**src/rtl/psu_pkg.sv**
```systemverilog
// Shared types, constants and the LFSR step function of the particle swarm update block.
package psu_pkg;

  localparam int unsigned WORD_W   = 32;
  localparam int unsigned W_W      = 17;
  localparam int unsigned C_W      = 18;
  localparam int unsigned R_W      = 16;
  localparam int unsigned MUL_A_W  = C_W + 1;
  localparam int unsigned MUL_B_W  = WORD_W + 1;
  localparam int unsigned PROD_W   = MUL_A_W + MUL_B_W;
  localparam int unsigned CFG_IDX_W = 3;

  localparam logic [CFG_IDX_W-1:0] CFG_UPPER_X = 3'd0;
  localparam logic [CFG_IDX_W-1:0] CFG_LOWER_X = 3'd1;
  localparam logic [CFG_IDX_W-1:0] CFG_UPPER_Y = 3'd2;
  localparam logic [CFG_IDX_W-1:0] CFG_LOWER_Y = 3'd3;
  localparam logic [CFG_IDX_W-1:0] CFG_INERTIA = 3'd4;
  localparam logic [CFG_IDX_W-1:0] CFG_ACCEL   = 3'd5;

  localparam logic signed [WORD_W-1:0] UPPER_RST = 32'sd6553600;
  localparam logic signed [WORD_W-1:0] LOWER_RST = -32'sd6553600;
  localparam logic [W_W-1:0]           INERTIA_RST = 17'd45875;
  localparam logic [C_W-1:0]           ACCEL_RST   = 18'd98055;

  localparam logic [WORD_W-1:0]        LFSR_SEED = 32'd31;
  localparam logic signed [WORD_W-1:0] WORD_MAX  = 32'sh7FFF_FFFF;
  localparam logic signed [WORD_W-1:0] WORD_MIN  = 32'sh8000_0000;

  localparam logic MODE_LOAD   = 1'b0;
  localparam logic MODE_UPDATE = 1'b1;

  typedef struct packed {
    logic              mode;
    logic              reseed;
    logic signed [31:0] fitness;
    logic signed [31:0] best_fitness_in;
    logic signed [31:0] best_x_in;
    logic signed [31:0] best_y_in;
    logic signed [31:0] pos_x_in;
    logic signed [31:0] pos_y_in;
    logic signed [31:0] vel_x_in;
    logic signed [31:0] vel_y_in;
  } in_t;

  typedef struct packed {
    logic signed [31:0] best_fitness_out;
    logic signed [31:0] best_x_out;
    logic signed [31:0] best_y_out;
    logic signed [31:0] pos_x_out;
    logic signed [31:0] pos_y_out;
    logic signed [31:0] vel_x_out;
    logic signed [31:0] vel_y_out;
    logic signed [31:0] swarm_best_x;
    logic signed [31:0] swarm_best_y;
    logic signed [31:0] swarm_best_fitness;
  } out_t;

  typedef struct packed {
    logic seed;
    logic step;
  } lfsr_ctl_t;

  // Taps at bits 0, 10, 30 and 31, shifting right with feedback into the top bit.
  function automatic logic [WORD_W-1:0] lfsr_step(input logic [WORD_W-1:0] g);
    logic fb;
    fb = g[0] ^ g[10] ^ g[30] ^ g[31];
    return {fb, g[WORD_W-1:1]};
  endfunction

endpackage

```
**src/rtl/psu_lfsr.sv**
```systemverilog
// Random generator register with optional reseed and single-step advance.
module psu_lfsr
  import psu_pkg::*;
(
  input  logic              clk,
  input  logic              rst_n,
  input  lfsr_ctl_t         ctl,
  output logic [WORD_W-1:0] gen,
  output logic [WORD_W-1:0] gen_nxt
);

  logic [WORD_W-1:0] gen_r;
  logic [WORD_W-1:0] base;

  always_comb begin
    base    = ctl.seed ? LFSR_SEED : gen_r;
    gen_nxt = ctl.step ? lfsr_step(base) : base;
  end

  always_ff @(posedge clk) begin
    if (!rst_n) begin
      gen_r <= '0;
    end else begin
      gen_r <= gen_nxt;
    end
  end

  assign gen = gen_r;

endmodule

```
**src/rtl/psu_mul.sv**
```systemverilog
// Shared signed multiplier with a registered product.
module psu_mul
  import psu_pkg::*;
(
  input  logic                       clk,
  input  logic signed [MUL_A_W-1:0]  op_a,
  input  logic signed [MUL_B_W-1:0]  op_b,
  output logic signed [PROD_W-1:0]   prod
);

  logic signed [PROD_W-1:0] prod_r;

  always_ff @(posedge clk) begin
    prod_r <= op_a * op_b;
  end

  assign prod = prod_r;

endmodule

```
**src/rtl/particle_swarm_update.sv**
```systemverilog
// Top level of the particle swarm update block: sequencer, datapath and registers.
//
//   Channel   Direction  Handshake              Beat
//   in_       input      in_valid / in_stall    in_t: one load or one particle
//   out_      output     out_valid / out_stall  out_t: one updated particle
//   cfg_      input      cfg_valid / cfg_ready  cfg_index, cfg_data: one register
//
// A load beat (mode 0) is absorbed in the cycle it is accepted and gives no result.
// A particle beat (mode 1) passes through a state for the best updates, then per axis the
// states for its five products on the one shared multiplier, the sum, velocity and position,
// and a final state that loads the result; the next beat is accepted once the block is idle.
// Reset is synchronous and active low; it restores the bounds and factors and clears the
// generator and the swarm best. in_stall is high while a particle is in work, including while
// its result waits for a full, stalled output register; a result already held there does not
// block a new beat.
module particle_swarm_update
  import psu_pkg::*;
#(
  parameter int unsigned FRAC_BITS = 16
) (
  input  logic                 clk,
  input  logic                 rst_n,
  input  logic                 in_valid,
  output logic                 in_stall,
  input  in_t                  in_data,
  output logic                 out_valid,
  input  logic                 out_stall,
  output out_t                 out_data,
  input  logic                 cfg_valid,
  output logic                 cfg_ready,
  input  logic [CFG_IDX_W-1:0] cfg_index,
  input  logic [WORD_W-1:0]    cfg_data
);

  localparam int unsigned ACC_W = PROD_W + 2;

  localparam logic [3:0] ST_IDLE = 4'd0;
  localparam logic [3:0] ST_BEST = 4'd1;
  localparam logic [3:0] ST_CR1  = 4'd2;
  localparam logic [3:0] ST_CR2  = 4'd3;
  localparam logic [3:0] ST_WV   = 4'd4;
  localparam logic [3:0] ST_D1   = 4'd5;
  localparam logic [3:0] ST_D2   = 4'd6;
  localparam logic [3:0] ST_SUM  = 4'd7;
  localparam logic [3:0] ST_VEL  = 4'd8;
  localparam logic [3:0] ST_POS  = 4'd9;
  localparam logic [3:0] ST_DONE = 4'd10;

  // Configuration registers.
  logic signed [WORD_W-1:0] upper_x_r, lower_x_r, upper_y_r, lower_y_r;
  logic [W_W-1:0]           inertia_r;
  logic [C_W-1:0]           accel_r;

  // Swarm state.
  logic signed [WORD_W-1:0] gbest_x_r, gbest_y_r, gbest_f_r;

  // Sequencer and working registers.
  logic [3:0]               state_r, state_nxt;
  logic                     axis_r;
  in_t                      item_r;
  logic signed [WORD_W-1:0] pbest_x_r, pbest_y_r, pbest_f_r;
  logic [C_W-1:0]           cr1_r, cr2_r;
  logic signed [ACC_W-1:0]  acc_r;
  logic signed [WORD_W-1:0] vel_r;
  logic signed [WORD_W-1:0] nvel_x_r, nvel_y_r, npos_x_r, npos_y_r;
  logic                     out_valid_r;
  out_t                     out_data_r;

  logic                     in_accept;
  logic                     out_free;
  lfsr_ctl_t                lfsr_ctl;
  logic [WORD_W-1:0]        gen, gen_nxt;

  logic signed [MUL_A_W-1:0] op_a;
  logic signed [MUL_B_W-1:0] op_b;
  logic signed [PROD_W-1:0]  prod;
  logic signed [ACC_W-1:0]   prod_ext;
  logic signed [ACC_W-1:0]   term;

  logic signed [WORD_W-1:0] vel_sel, pos_sel, pb_sel, gb_sel, ub_sel, lb_sel;
  logic signed [MUL_B_W-1:0] d1, d2;
  logic signed [WORD_W-1:0] vel_sat;
  logic signed [WORD_W:0]   pos_sum;
  logic signed [WORD_W-1:0] pos_sat, pos_clamped;
  logic                     acc_fits;

  assign cfg_ready = 1'b1;
  assign in_stall  = (state_r != ST_IDLE);
  assign in_accept = in_valid && !in_stall;
  assign out_free  = !out_valid_r || !out_stall;
  assign out_valid = out_valid_r;
  assign out_data  = out_data_r;

  // The generator is stepped once on a load beat and once per draw in a particle.
  always_comb begin
    lfsr_ctl.seed = in_accept && (in_data.mode == MODE_LOAD) && in_data.reseed;
    lfsr_ctl.step = (in_accept && (in_data.mode == MODE_LOAD))
                    || (state_r == ST_CR1) || (state_r == ST_CR2);
  end

  psu_lfsr u_lfsr (
    .clk     (clk),
    .rst_n   (rst_n),
    .ctl     (lfsr_ctl),
    .gen     (gen),
    .gen_nxt (gen_nxt)
  );

  // Per-axis operand selection; axis 0 is x, axis 1 is y.
  always_comb begin
    vel_sel = axis_r ? item_r.vel_y_in : item_r.vel_x_in;
    pos_sel = axis_r ? item_r.pos_y_in : item_r.pos_x_in;
    pb_sel  = axis_r ? pbest_y_r : pbest_x_r;
    gb_sel  = axis_r ? gbest_y_r : gbest_x_r;
    ub_sel  = axis_r ? upper_y_r : upper_x_r;
    lb_sel  = axis_r ? lower_y_r : lower_x_r;
    d1 = {pb_sel[WORD_W-1], pb_sel} - {pos_sel[WORD_W-1], pos_sel};
    d2 = {gb_sel[WORD_W-1], gb_sel} - {pos_sel[WORD_W-1], pos_sel};
  end

  // Multiplier operands: two draws scaled by c, then w*v, cr1*d1 and cr2*d2.
  always_comb begin
    op_a = '0;
    op_b = '0;
    unique case (state_r)
      ST_CR1, ST_CR2: begin
        op_a = {1'b0, accel_r};
        op_b = {{(MUL_B_W-R_W){1'b0}}, gen_nxt[WORD_W-1 -: R_W]};
      end
      ST_WV: begin
        op_a = {{(MUL_A_W-W_W){1'b0}}, inertia_r};
        op_b = {vel_sel[WORD_W-1], vel_sel};
      end
      ST_D1: begin
        op_a = {1'b0, cr1_r};
        op_b = d1;
      end
      ST_D2: begin
        op_a = {1'b0, cr2_r};
        op_b = d2;
      end
      default: begin
        op_a = '0;
        op_b = '0;
      end
    endcase
  end

  psu_mul u_mul (
    .clk  (clk),
    .op_a (op_a),
    .op_b (op_b),
    .prod (prod)
  );

  // The arithmetic shift rounds each product toward minus infinity.
  always_comb begin
    prod_ext = {{(ACC_W-PROD_W){prod[PROD_W-1]}}, prod};
    term     = prod_ext >>> FRAC_BITS;
  end

  // Saturation of the velocity sum, then move, saturate and clamp the position.
  always_comb begin
    acc_fits = (&acc_r[ACC_W-1:WORD_W-1]) || !(|acc_r[ACC_W-1:WORD_W-1]);
    vel_sat  = acc_fits ? acc_r[WORD_W-1:0] : (acc_r[ACC_W-1] ? WORD_MIN : WORD_MAX);
    pos_sum  = {pos_sel[WORD_W-1], pos_sel} + {vel_r[WORD_W-1], vel_r};
    if (pos_sum[WORD_W] != pos_sum[WORD_W-1]) begin
      pos_sat = pos_sum[WORD_W] ? WORD_MIN : WORD_MAX;
    end else begin
      pos_sat = pos_sum[WORD_W-1:0];
    end
    pos_clamped = (pos_sat > ub_sel) ? ub_sel : pos_sat;
    if (pos_clamped < lb_sel) begin
      pos_clamped = lb_sel;
    end
  end

  always_comb begin
    state_nxt = state_r;
    unique case (state_r)
      ST_IDLE: begin
        if (in_accept && (in_data.mode == MODE_UPDATE)) begin
          state_nxt = ST_BEST;
        end
      end
      ST_BEST: state_nxt = ST_CR1;
      ST_CR1:  state_nxt = ST_CR2;
      ST_CR2:  state_nxt = ST_WV;
      ST_WV:   state_nxt = ST_D1;
      ST_D1:   state_nxt = ST_D2;
      ST_D2:   state_nxt = ST_SUM;
      ST_SUM:  state_nxt = ST_VEL;
      ST_VEL:  state_nxt = ST_POS;
      ST_POS:  state_nxt = axis_r ? ST_DONE : ST_CR1;
      ST_DONE: begin
        if (out_free) begin
          state_nxt = ST_IDLE;
        end
      end
      default: state_nxt = ST_IDLE;
    endcase
  end

  // Control state, configuration and swarm best.
  always_ff @(posedge clk) begin
    if (!rst_n) begin
      state_r     <= ST_IDLE;
      axis_r      <= 1'b0;
      out_valid_r <= 1'b0;
      upper_x_r   <= UPPER_RST;
      lower_x_r   <= LOWER_RST;
      upper_y_r   <= UPPER_RST;
      lower_y_r   <= LOWER_RST;
      inertia_r   <= INERTIA_RST;
      accel_r     <= ACCEL_RST;
      gbest_x_r   <= '0;
      gbest_y_r   <= '0;
      gbest_f_r   <= '0;
    end else begin
      state_r <= state_nxt;
      if (state_r == ST_BEST) begin
        axis_r <= 1'b0;
      end else if (state_r == ST_POS) begin
        axis_r <= 1'b1;
      end
      if (state_r == ST_DONE && out_free) begin
        out_valid_r <= 1'b1;
      end else if (!out_stall) begin
        out_valid_r <= 1'b0;
      end
      if (cfg_valid && cfg_ready) begin
        unique case (cfg_index)
          CFG_UPPER_X: upper_x_r <= cfg_data;
          CFG_LOWER_X: lower_x_r <= cfg_data;
          CFG_UPPER_Y: upper_y_r <= cfg_data;
          CFG_LOWER_Y: lower_y_r <= cfg_data;
          CFG_INERTIA: inertia_r <= cfg_data[W_W-1:0];
          CFG_ACCEL:   accel_r   <= cfg_data[C_W-1:0];
          default: ;
        endcase
      end
      // A load beat replaces the swarm best; a particle replaces it on a strictly
      // lower fitness.
      if (in_accept && (in_data.mode == MODE_LOAD)) begin
        gbest_x_r <= in_data.pos_x_in;
        gbest_y_r <= in_data.pos_y_in;
        gbest_f_r <= in_data.fitness;
      end else if (state_r == ST_BEST && item_r.fitness < gbest_f_r) begin
        gbest_x_r <= item_r.pos_x_in;
        gbest_y_r <= item_r.pos_y_in;
        gbest_f_r <= item_r.fitness;
      end
    end
  end

  // Working payload registers.
  always_ff @(posedge clk) begin
    if (in_accept) begin
      item_r <= in_data;
    end
    unique case (state_r)
      ST_BEST: begin
        if (item_r.fitness < item_r.best_fitness_in) begin
          pbest_x_r <= item_r.pos_x_in;
          pbest_y_r <= item_r.pos_y_in;
          pbest_f_r <= item_r.fitness;
        end else begin
          pbest_x_r <= item_r.best_x_in;
          pbest_y_r <= item_r.best_y_in;
          pbest_f_r <= item_r.best_fitness_in;
        end
      end
      ST_CR2: cr1_r <= prod[R_W +: C_W];
      ST_WV:  cr2_r <= prod[R_W +: C_W];
      ST_D1:  acc_r <= term;
      ST_D2:  acc_r <= acc_r + term;
      ST_SUM: acc_r <= acc_r + term;
      ST_VEL: vel_r <= vel_sat;
      ST_POS: begin
        if (axis_r) begin
          nvel_y_r <= vel_r;
          npos_y_r <= pos_clamped;
        end else begin
          nvel_x_r <= vel_r;
          npos_x_r <= pos_clamped;
        end
      end
      ST_DONE: begin
        if (out_free) begin
          out_data_r.best_fitness_out   <= pbest_f_r;
          out_data_r.best_x_out         <= pbest_x_r;
          out_data_r.best_y_out         <= pbest_y_r;
          out_data_r.pos_x_out          <= npos_x_r;
          out_data_r.pos_y_out          <= npos_y_r;
          out_data_r.vel_x_out          <= nvel_x_r;
          out_data_r.vel_y_out          <= nvel_y_r;
          out_data_r.swarm_best_x       <= gbest_x_r;
          out_data_r.swarm_best_y       <= gbest_y_r;
          out_data_r.swarm_best_fitness <= gbest_f_r;
        end
      end
      default: ;
    endcase
  end

`ifndef SYNTHESIS
  // A particle beat starts the best update in the following cycle.
  a_particle_starts: assert property (@(posedge clk) disable iff (!rst_n)
    (in_accept && (in_data.mode == MODE_UPDATE)) |=> (state_r == ST_BEST))
    else $error("particle beat did not start the sequencer");

  // Finishing a particle fills the output register and frees the input side.
  a_done_delivers: assert property (@(posedge clk) disable iff (!rst_n)
    (state_r == ST_DONE && out_free) |=> (out_valid && state_r == ST_IDLE))
    else $error("finished particle not moved to the output register");

  // A reseeding load leaves the generator one step past the seed.
  a_reseed: assert property (@(posedge clk) disable iff (!rst_n)
    lfsr_ctl.seed |=> (gen == lfsr_step(LFSR_SEED)))
    else $error("reseed did not load and step the generator");

  // A generator holding zero stays at zero unless it is reseeded.
  a_zero_sticks: assert property (@(posedge clk) disable iff (!rst_n)
    (gen == '0 && !lfsr_ctl.seed) |=> (gen == '0))
    else $error("zero generator left zero without a reseed");
`endif

endmodule

```
**config.mk**
```make
export PLATFORM = sky130hd
export DESIGN_NAME = particle_swarm_update
export DESIGN_NICKNAME = d
export VERILOG_FILES = /design/src/rtl/psu_pkg.sv /design/src/rtl/psu_lfsr.sv /design/src/rtl/psu_mul.sv /design/src/rtl/particle_swarm_update.sv
export SDC_FILE = /design/constraint.sdc
export NUM_CORES = 2
export LEC_CHECK = 0
export ABC_AREA = 1
export BUFFER_PORTS_ARGS = -buffer_cell sky130_fd_sc_hd__buf_2
export CORE_AREA = 2 2 370 372
export DETAILED_ROUTE_END_ITERATION = 16
export DIE_AREA = 0 0 372 374
export PLACE_DENSITY = 0.79
export SETUP_SLACK_MARGIN = 0.3
export SLEW_MARGIN = 20
export SYNTH_ARGS = -nofsm -noshare
export SYNTH_HDL_FRONTEND = slang
export SYNTH_HIERARCHICAL = 1
export SYNTH_SLANG_ARGS = --single-unit
```
**constraint.sdc**
```tcl
create_clock -name clk -period 25.5 [get_ports clk]
set_input_delay 1.275 -clock clk [delete_from_list [all_inputs] [get_ports clk]]
set_output_delay 1.275 -clock clk [all_outputs]
set_load 0.005 [all_outputs]
```
## After elaboration in Yosys (flattened, before gate mapping)

Index checks and enable logic that the tools add are counted.

| word-level totals | value |
|---|---|
| flip-flop bits (word level) | 1271 |
| output and inout bits | 323 |
| word-level logic and storage cells | 143 |

| operators by class | value |
|---|---|
| add/sub/neg operators | 4 |
| multipliers | 1 |
| magnitude comparators | 4 |
| equal/unequal tests | 19 |
| multiplexer cells | 32 |
| bitwise operators | 6 |
| reduce and logical (&&, ||, !) cells | 34 |

Operators with widths:

| operator | count |
|---|---|
| $mux W32 | 23 |
| $pmux W33 S4 | 1 |
| $pmux W54 S2 | 1 |
| $lt A32 B32 Y1 | 3 |
| $pmux W18 S4 | 1 |
| $sub A32 B32 Y33 | 2 |
| $add A54 B36 Y54 | 1 |
| $mul A19 B33 Y52 | 1 |
| $pmux W4 S11 | 1 |
| $add A32 B32 Y33 | 1 |
| $gt A32 B32 Y1 | 1 |
| $reduce_and A23 Y1 | 1 |
| $reduce_or A23 Y1 | 1 |
| $reduce_and A2 Y1 | 10 |
| $eq A4 B3 Y1 const B | 4 |
| $eq A4 B4 Y1 const B | 3 |
| $mux W4 | 3 |
| $eq A4 B2 Y1 const B | 2 |
| $eq A3 B2 Y1 const B | 2 |
| $eq A3 B3 Y1 const B | 2 |
| $logic_and A1 B1 Y1 | 6 |
| $reduce_or A2 Y1 | 3 |
| $eq A4 B1 Y1 const B | 1 |
| $logic_not A1 Y1 | 4 |
| other kinds (12) | 22 |

## Depth between registers and ports, before layout

| depth | value |
|---|---|
| word-level depth | 12 |
| mapped depth | 58 |
| depth with buffers taken out | 54 |

## By module

Netlist, hierarchy kept.

By module, submodules not included:

| module | times used | cells each | area an instance (sq um) | seq. area each (sq um) |
|---|---|---|---|---|
| particle_swarm_update | 1 | 5355 | 54100.6 | 32991.6 |
| psu_mul | 1 | 3250 | 24722.5 | 1041.0 |
| psu_lfsr | 1 | 202 | 1571.5 | 640.6 |

## Worst setup path before layout

OpenSTA, ideal clock, no wires.

| timing path | value |
|---|---|
| path type | input to register |
| start point | in in_valid |
| end point | reg u_mul.prod_r[35] (netlist: u_mul/prod[35]) |
| library setup time | 0.119 ns |
| arrival | 20.872 ns |
| path slack | 4.509 ns |
| stages | 34 |
| path through | inv_1 -> nor2_1 -> nand2_1 -> clkbuf_1 -> clkbuf_1 -> o21ai_0 -> clkbuf_2 -> buf_2 -> nand3_1 -> nand2_1 -> nand2_1 -> o311ai_0 -> clkbuf_1 -> clkbuf_1 -> nand2_1 -> fa_1 -> inv_1 -> fa_1 -> inv_1 -> fa_1 -> inv_1 -> fa_1 -> fa_1 -> fa_1 -> fa_1 -> ha_1 -> nand2_2 -> nor2_2 -> inv_2 -> nor3_2 -> nand2_2 -> nand2_4 -> a21oi_1 -> xnor2_1 |

RTL lines:

| item | line | source |
|---|---|---|
| start, declared | particle_swarm_update.sv:23 | `input logic in_valid,` |
| end signal, assigned | psu_mul.sv:14 | `prod_r <= op_a * op_b;` |
| end, declared | psu_mul.sv:11 | `logic signed [PROD_W-1:0] prod_r;` |

## Worst setup path after layout

| timing path | value |
|---|---|
| start point | reg state_r[1] |
| end point | reg u_mul.prod_r[51] (netlist: u_mul/prod[51]) |

| between the ends | value |
|---|---|
| elaborated cells on any way between the ends | 21 |
| those cells by class | mul (1); eq/ne (5); mux (4); bitwise (3); reduce/logical (8) |

RTL lines:

| item | line | source |
|---|---|---|
| start, declared | particle_swarm_update.sv:58 | `logic [3:0] state_r, state_nxt;` |
| start signal, assigned | particle_swarm_update.sv:220 | `state_r <= state_nxt;` |
| $eq A4 B2 Y1 | particle_swarm_update.sv:125 | `unique case (state_r)` |
| $reduce_or A2 Y1 | particle_swarm_update.sv:125 |  |
| $pmux W33 S4 (*) | particle_swarm_update.sv:125 |  |
| via op_b[27] | particle_swarm_update.sv:75 | `logic signed [MUL_B_W-1:0] op_b;` |
| $mul A19 B33 Y52 (*) | psu_mul.sv:14 |  |

The timed path passes the listed nets; every way through them passes the cells marked *.
A chain may end at the register's enable or synchronous reset.

==> results.sh <==
export IMPL_status="finished clean"
export IMPL_drt_iter0_markers=7805
export IMPL_synth_cells=8764
export IMPL_p_seq_share_pct=42.5
export IMPL_vias=64560
export IMPL_p_leak_nw=41.89
export IMPL_clockBufferDepth=3
export IMPL_path_clk_slew_ns=0.07
export IMPL_root_buffer="clkbuf_16"
export IMPL_worstReg2RegEnd="u_mul/prod[51]"
export IMPL_drv_slew=0
export IMPL_rrSetupSlack_ns=14.03
export IMPL_tritoncts="done"
export IMPL_drive_gt1_share_pct=12.19
export IMPL_io_buffers=619
export IMPL_overflow=0
export IMPL_final_util_pct=66.02
export IMPL_cp_max_fo=62
export IMPL_avgSynthCellArea_sq_um=9.120
export IMPL_grt_max_degree=158
export IMPL_fillers=10560
export IMPL_reg2reg_depth=44
export IMPL_rows=135
export IMPL_hold_buffers=0
export IMPL_antenna_found_initial=55
export IMPL_hold_depth=0
export IMPL_synth_warnings=6
export IMPL_p_total_mw=5.822
export IMPL_p_comb_share_pct=23.6
export IMPL_most_common_layout_cells="2316 x nand2_1, 1454 x inv_1, 922 x edfxtp_1"
export IMPL_grt_pass1_vias=63500
export IMPL_cp_slowest_cell="nand2_1"
export IMPL_cp_start_kind="flip-flop"
export IMPL_slew_headroom_pct=20.81
export IMPL_fin_cells=11170
export IMPL_die_x_um=372
export IMPL_ir_drop_mv=0.06443
export IMPL_worstPathBufferInverterCount=7
export IMPL_end_kind="flip-flop"
export IMPL_ant_nets=0
export IMPL_core_area_sq_um=135000
export IMPL_crit_path_frequent_cell="nand2_1"
export IMPL_place_congestion=0.9861
export IMPL_cap_violations=0
export IMPL_finalSetupTns_ns=0
export IMPL_hold_viol_final=0
export IMPL_finish_instance_area_sq_um=89100
export IMPL_grt_pass1_wl_um=379300
export IMPL_die_h_um=374
export IMPL_p_clk_share_pct=33.9
export IMPL_whs_ns=0.4144
export IMPL_period_minus_slack_ns=11.47
export IMPL_hpwl_um=187900
export IMPL_critical_path_max_stage_delay_ns=0.74
export IMPL_place_area_sq_um=84520
export IMPL_drc_errors=0
export IMPL_tightest_slew_ns=1.188
export IMPL_setup_ws_ns=14.03
export IMPL_dp_cells=10870
export IMPL_hp_start="nvel_x_r[20]"
export IMPL_crit_required_ns=26.17
export IMPL_switchingPower_mw=1.927
export IMPL_post_cts_resized=0
export IMPL_cts_max_level=4
export IMPL_start_util_pct=59.22
export IMPL_fin_nets=10520
export IMPL_rsz0062_at_grt="no"
export IMPL_sw_frac_of_total_pct=33.10
export IMPL_firstDrtPassIters=10
export IMPL_crit_type="flip-flop to flip-flop"
export IMPL_cts_num_sinks=1255
export IMPL_wirelength_um=251800
export IMPL_post_place_ws_ns=13.95
export IMPL_setup_viol=0
export IMPL_fin_skew_ns=0.04623
export IMPL_timing_rr_start="state_r[1]"
export IMPL_crit_arrival_ns=12.14
export IMPL_area_growth_pct=11.47
export IMPL_clk_latency_ns=0.81
export IMPL_wl_per_cell_um=22.53
export IMPL_hold_path_end="out_data[148]"
export IMPL_grt_total_usage_pct=36.04
export IMPL_drt_vias_per_instance=5.778
export IMPL_p_per_area_nw_per_um2=65.34
export IMPL_postCtsSetupBuffers=0
export IMPL_period_share_pct=45.00
export IMPL_crit_family="adder cells"
export IMPL_io_pins=621
export IMPL_cts_buffers=133
export IMPL_die_area_sq_um=139100
export IMPL_timing_fmax_mhz=87.15
export IMPL_internal_power_mw=3.895
export IMPL_min_path_type="flip-flop to flip-flop"
export IMPL_synthesis_area_sq_um=79930
export IMPL_layout_commonest_cell="nand2_1"
-- worst max path at each step --
| stage | from | to | cells past startpoint | slack, ns |
|---|---|---|---|---|
| 6_report | state_r[1] | u_mul/prod[51] | 44 | 14.03 |
| 5_1_grt | state_r[1] | u_mul/prod[51] | 48 | 13.24 |
| 4_1_cts | state_r[1] | u_mul/prod[47] | 48 | 13.93 |
| 3_5_place_dp | state_r[1] | u_mul/prod[47] | 48 | 13.95 |
| 3_3_place_gp | state_r[2] | u_mul/prod[51] | 48 | 14.14 |
| 2_1_floorplan | in_valid | u_mul/prod[35] | 34 | 4.51 |
-- power by group through the flow --
stage | sequential, mW | combinational (mW) | clock, mW
floorplan | 2.48 | 0.914 | 0
global placement | 2.51 | 1.28 | 0
detailed placement | 2.51 | 1.32 | 0
CTS | 2.47 | 1.34 | 1.98
global route | 2.48 | 1.51 | 2.06
finish | 2.48 | 1.37 | 1.97
-- layer usage --
| layer | global-route usage (%) | part of all wire (%) | up-vias |
|---|---|---|---|
| met5 | 0 | 0.019 | - |
| met4 | 22.12 | 7.1 | 8 |
| met3 | 7.556 | 10 | 876 |
| met2 | 56.21 | 46 | 3926 |
| met1 | 46.12 | 37 | 30890 |
| li1 | - | - | 28860 |
-- registers in the layout, indices dropped and copies added, names as in the netlist, 36 cells and up --
| register | cells |
|---|---|
| item_r | 256 |
| out_data | 320 |
| acc_r | 54 |
| u_mul/prod | 36 |
-- area by class of cell --
type	count	area, sq um	share of cell area (%)
multi-input combinational	5648	38590	43.31
sequential	1255	34360	38.56
inverter	1481	5572	6.253
timing repair buffer	710	3809	4.275
clock buffer	171	3542	3.976
tap	1781	2228	2.501
clock inverter	73	863.3	0.9690
antenna	55	137.6	0.1545
Note: power is estimated with default switching activity, not from simulation.
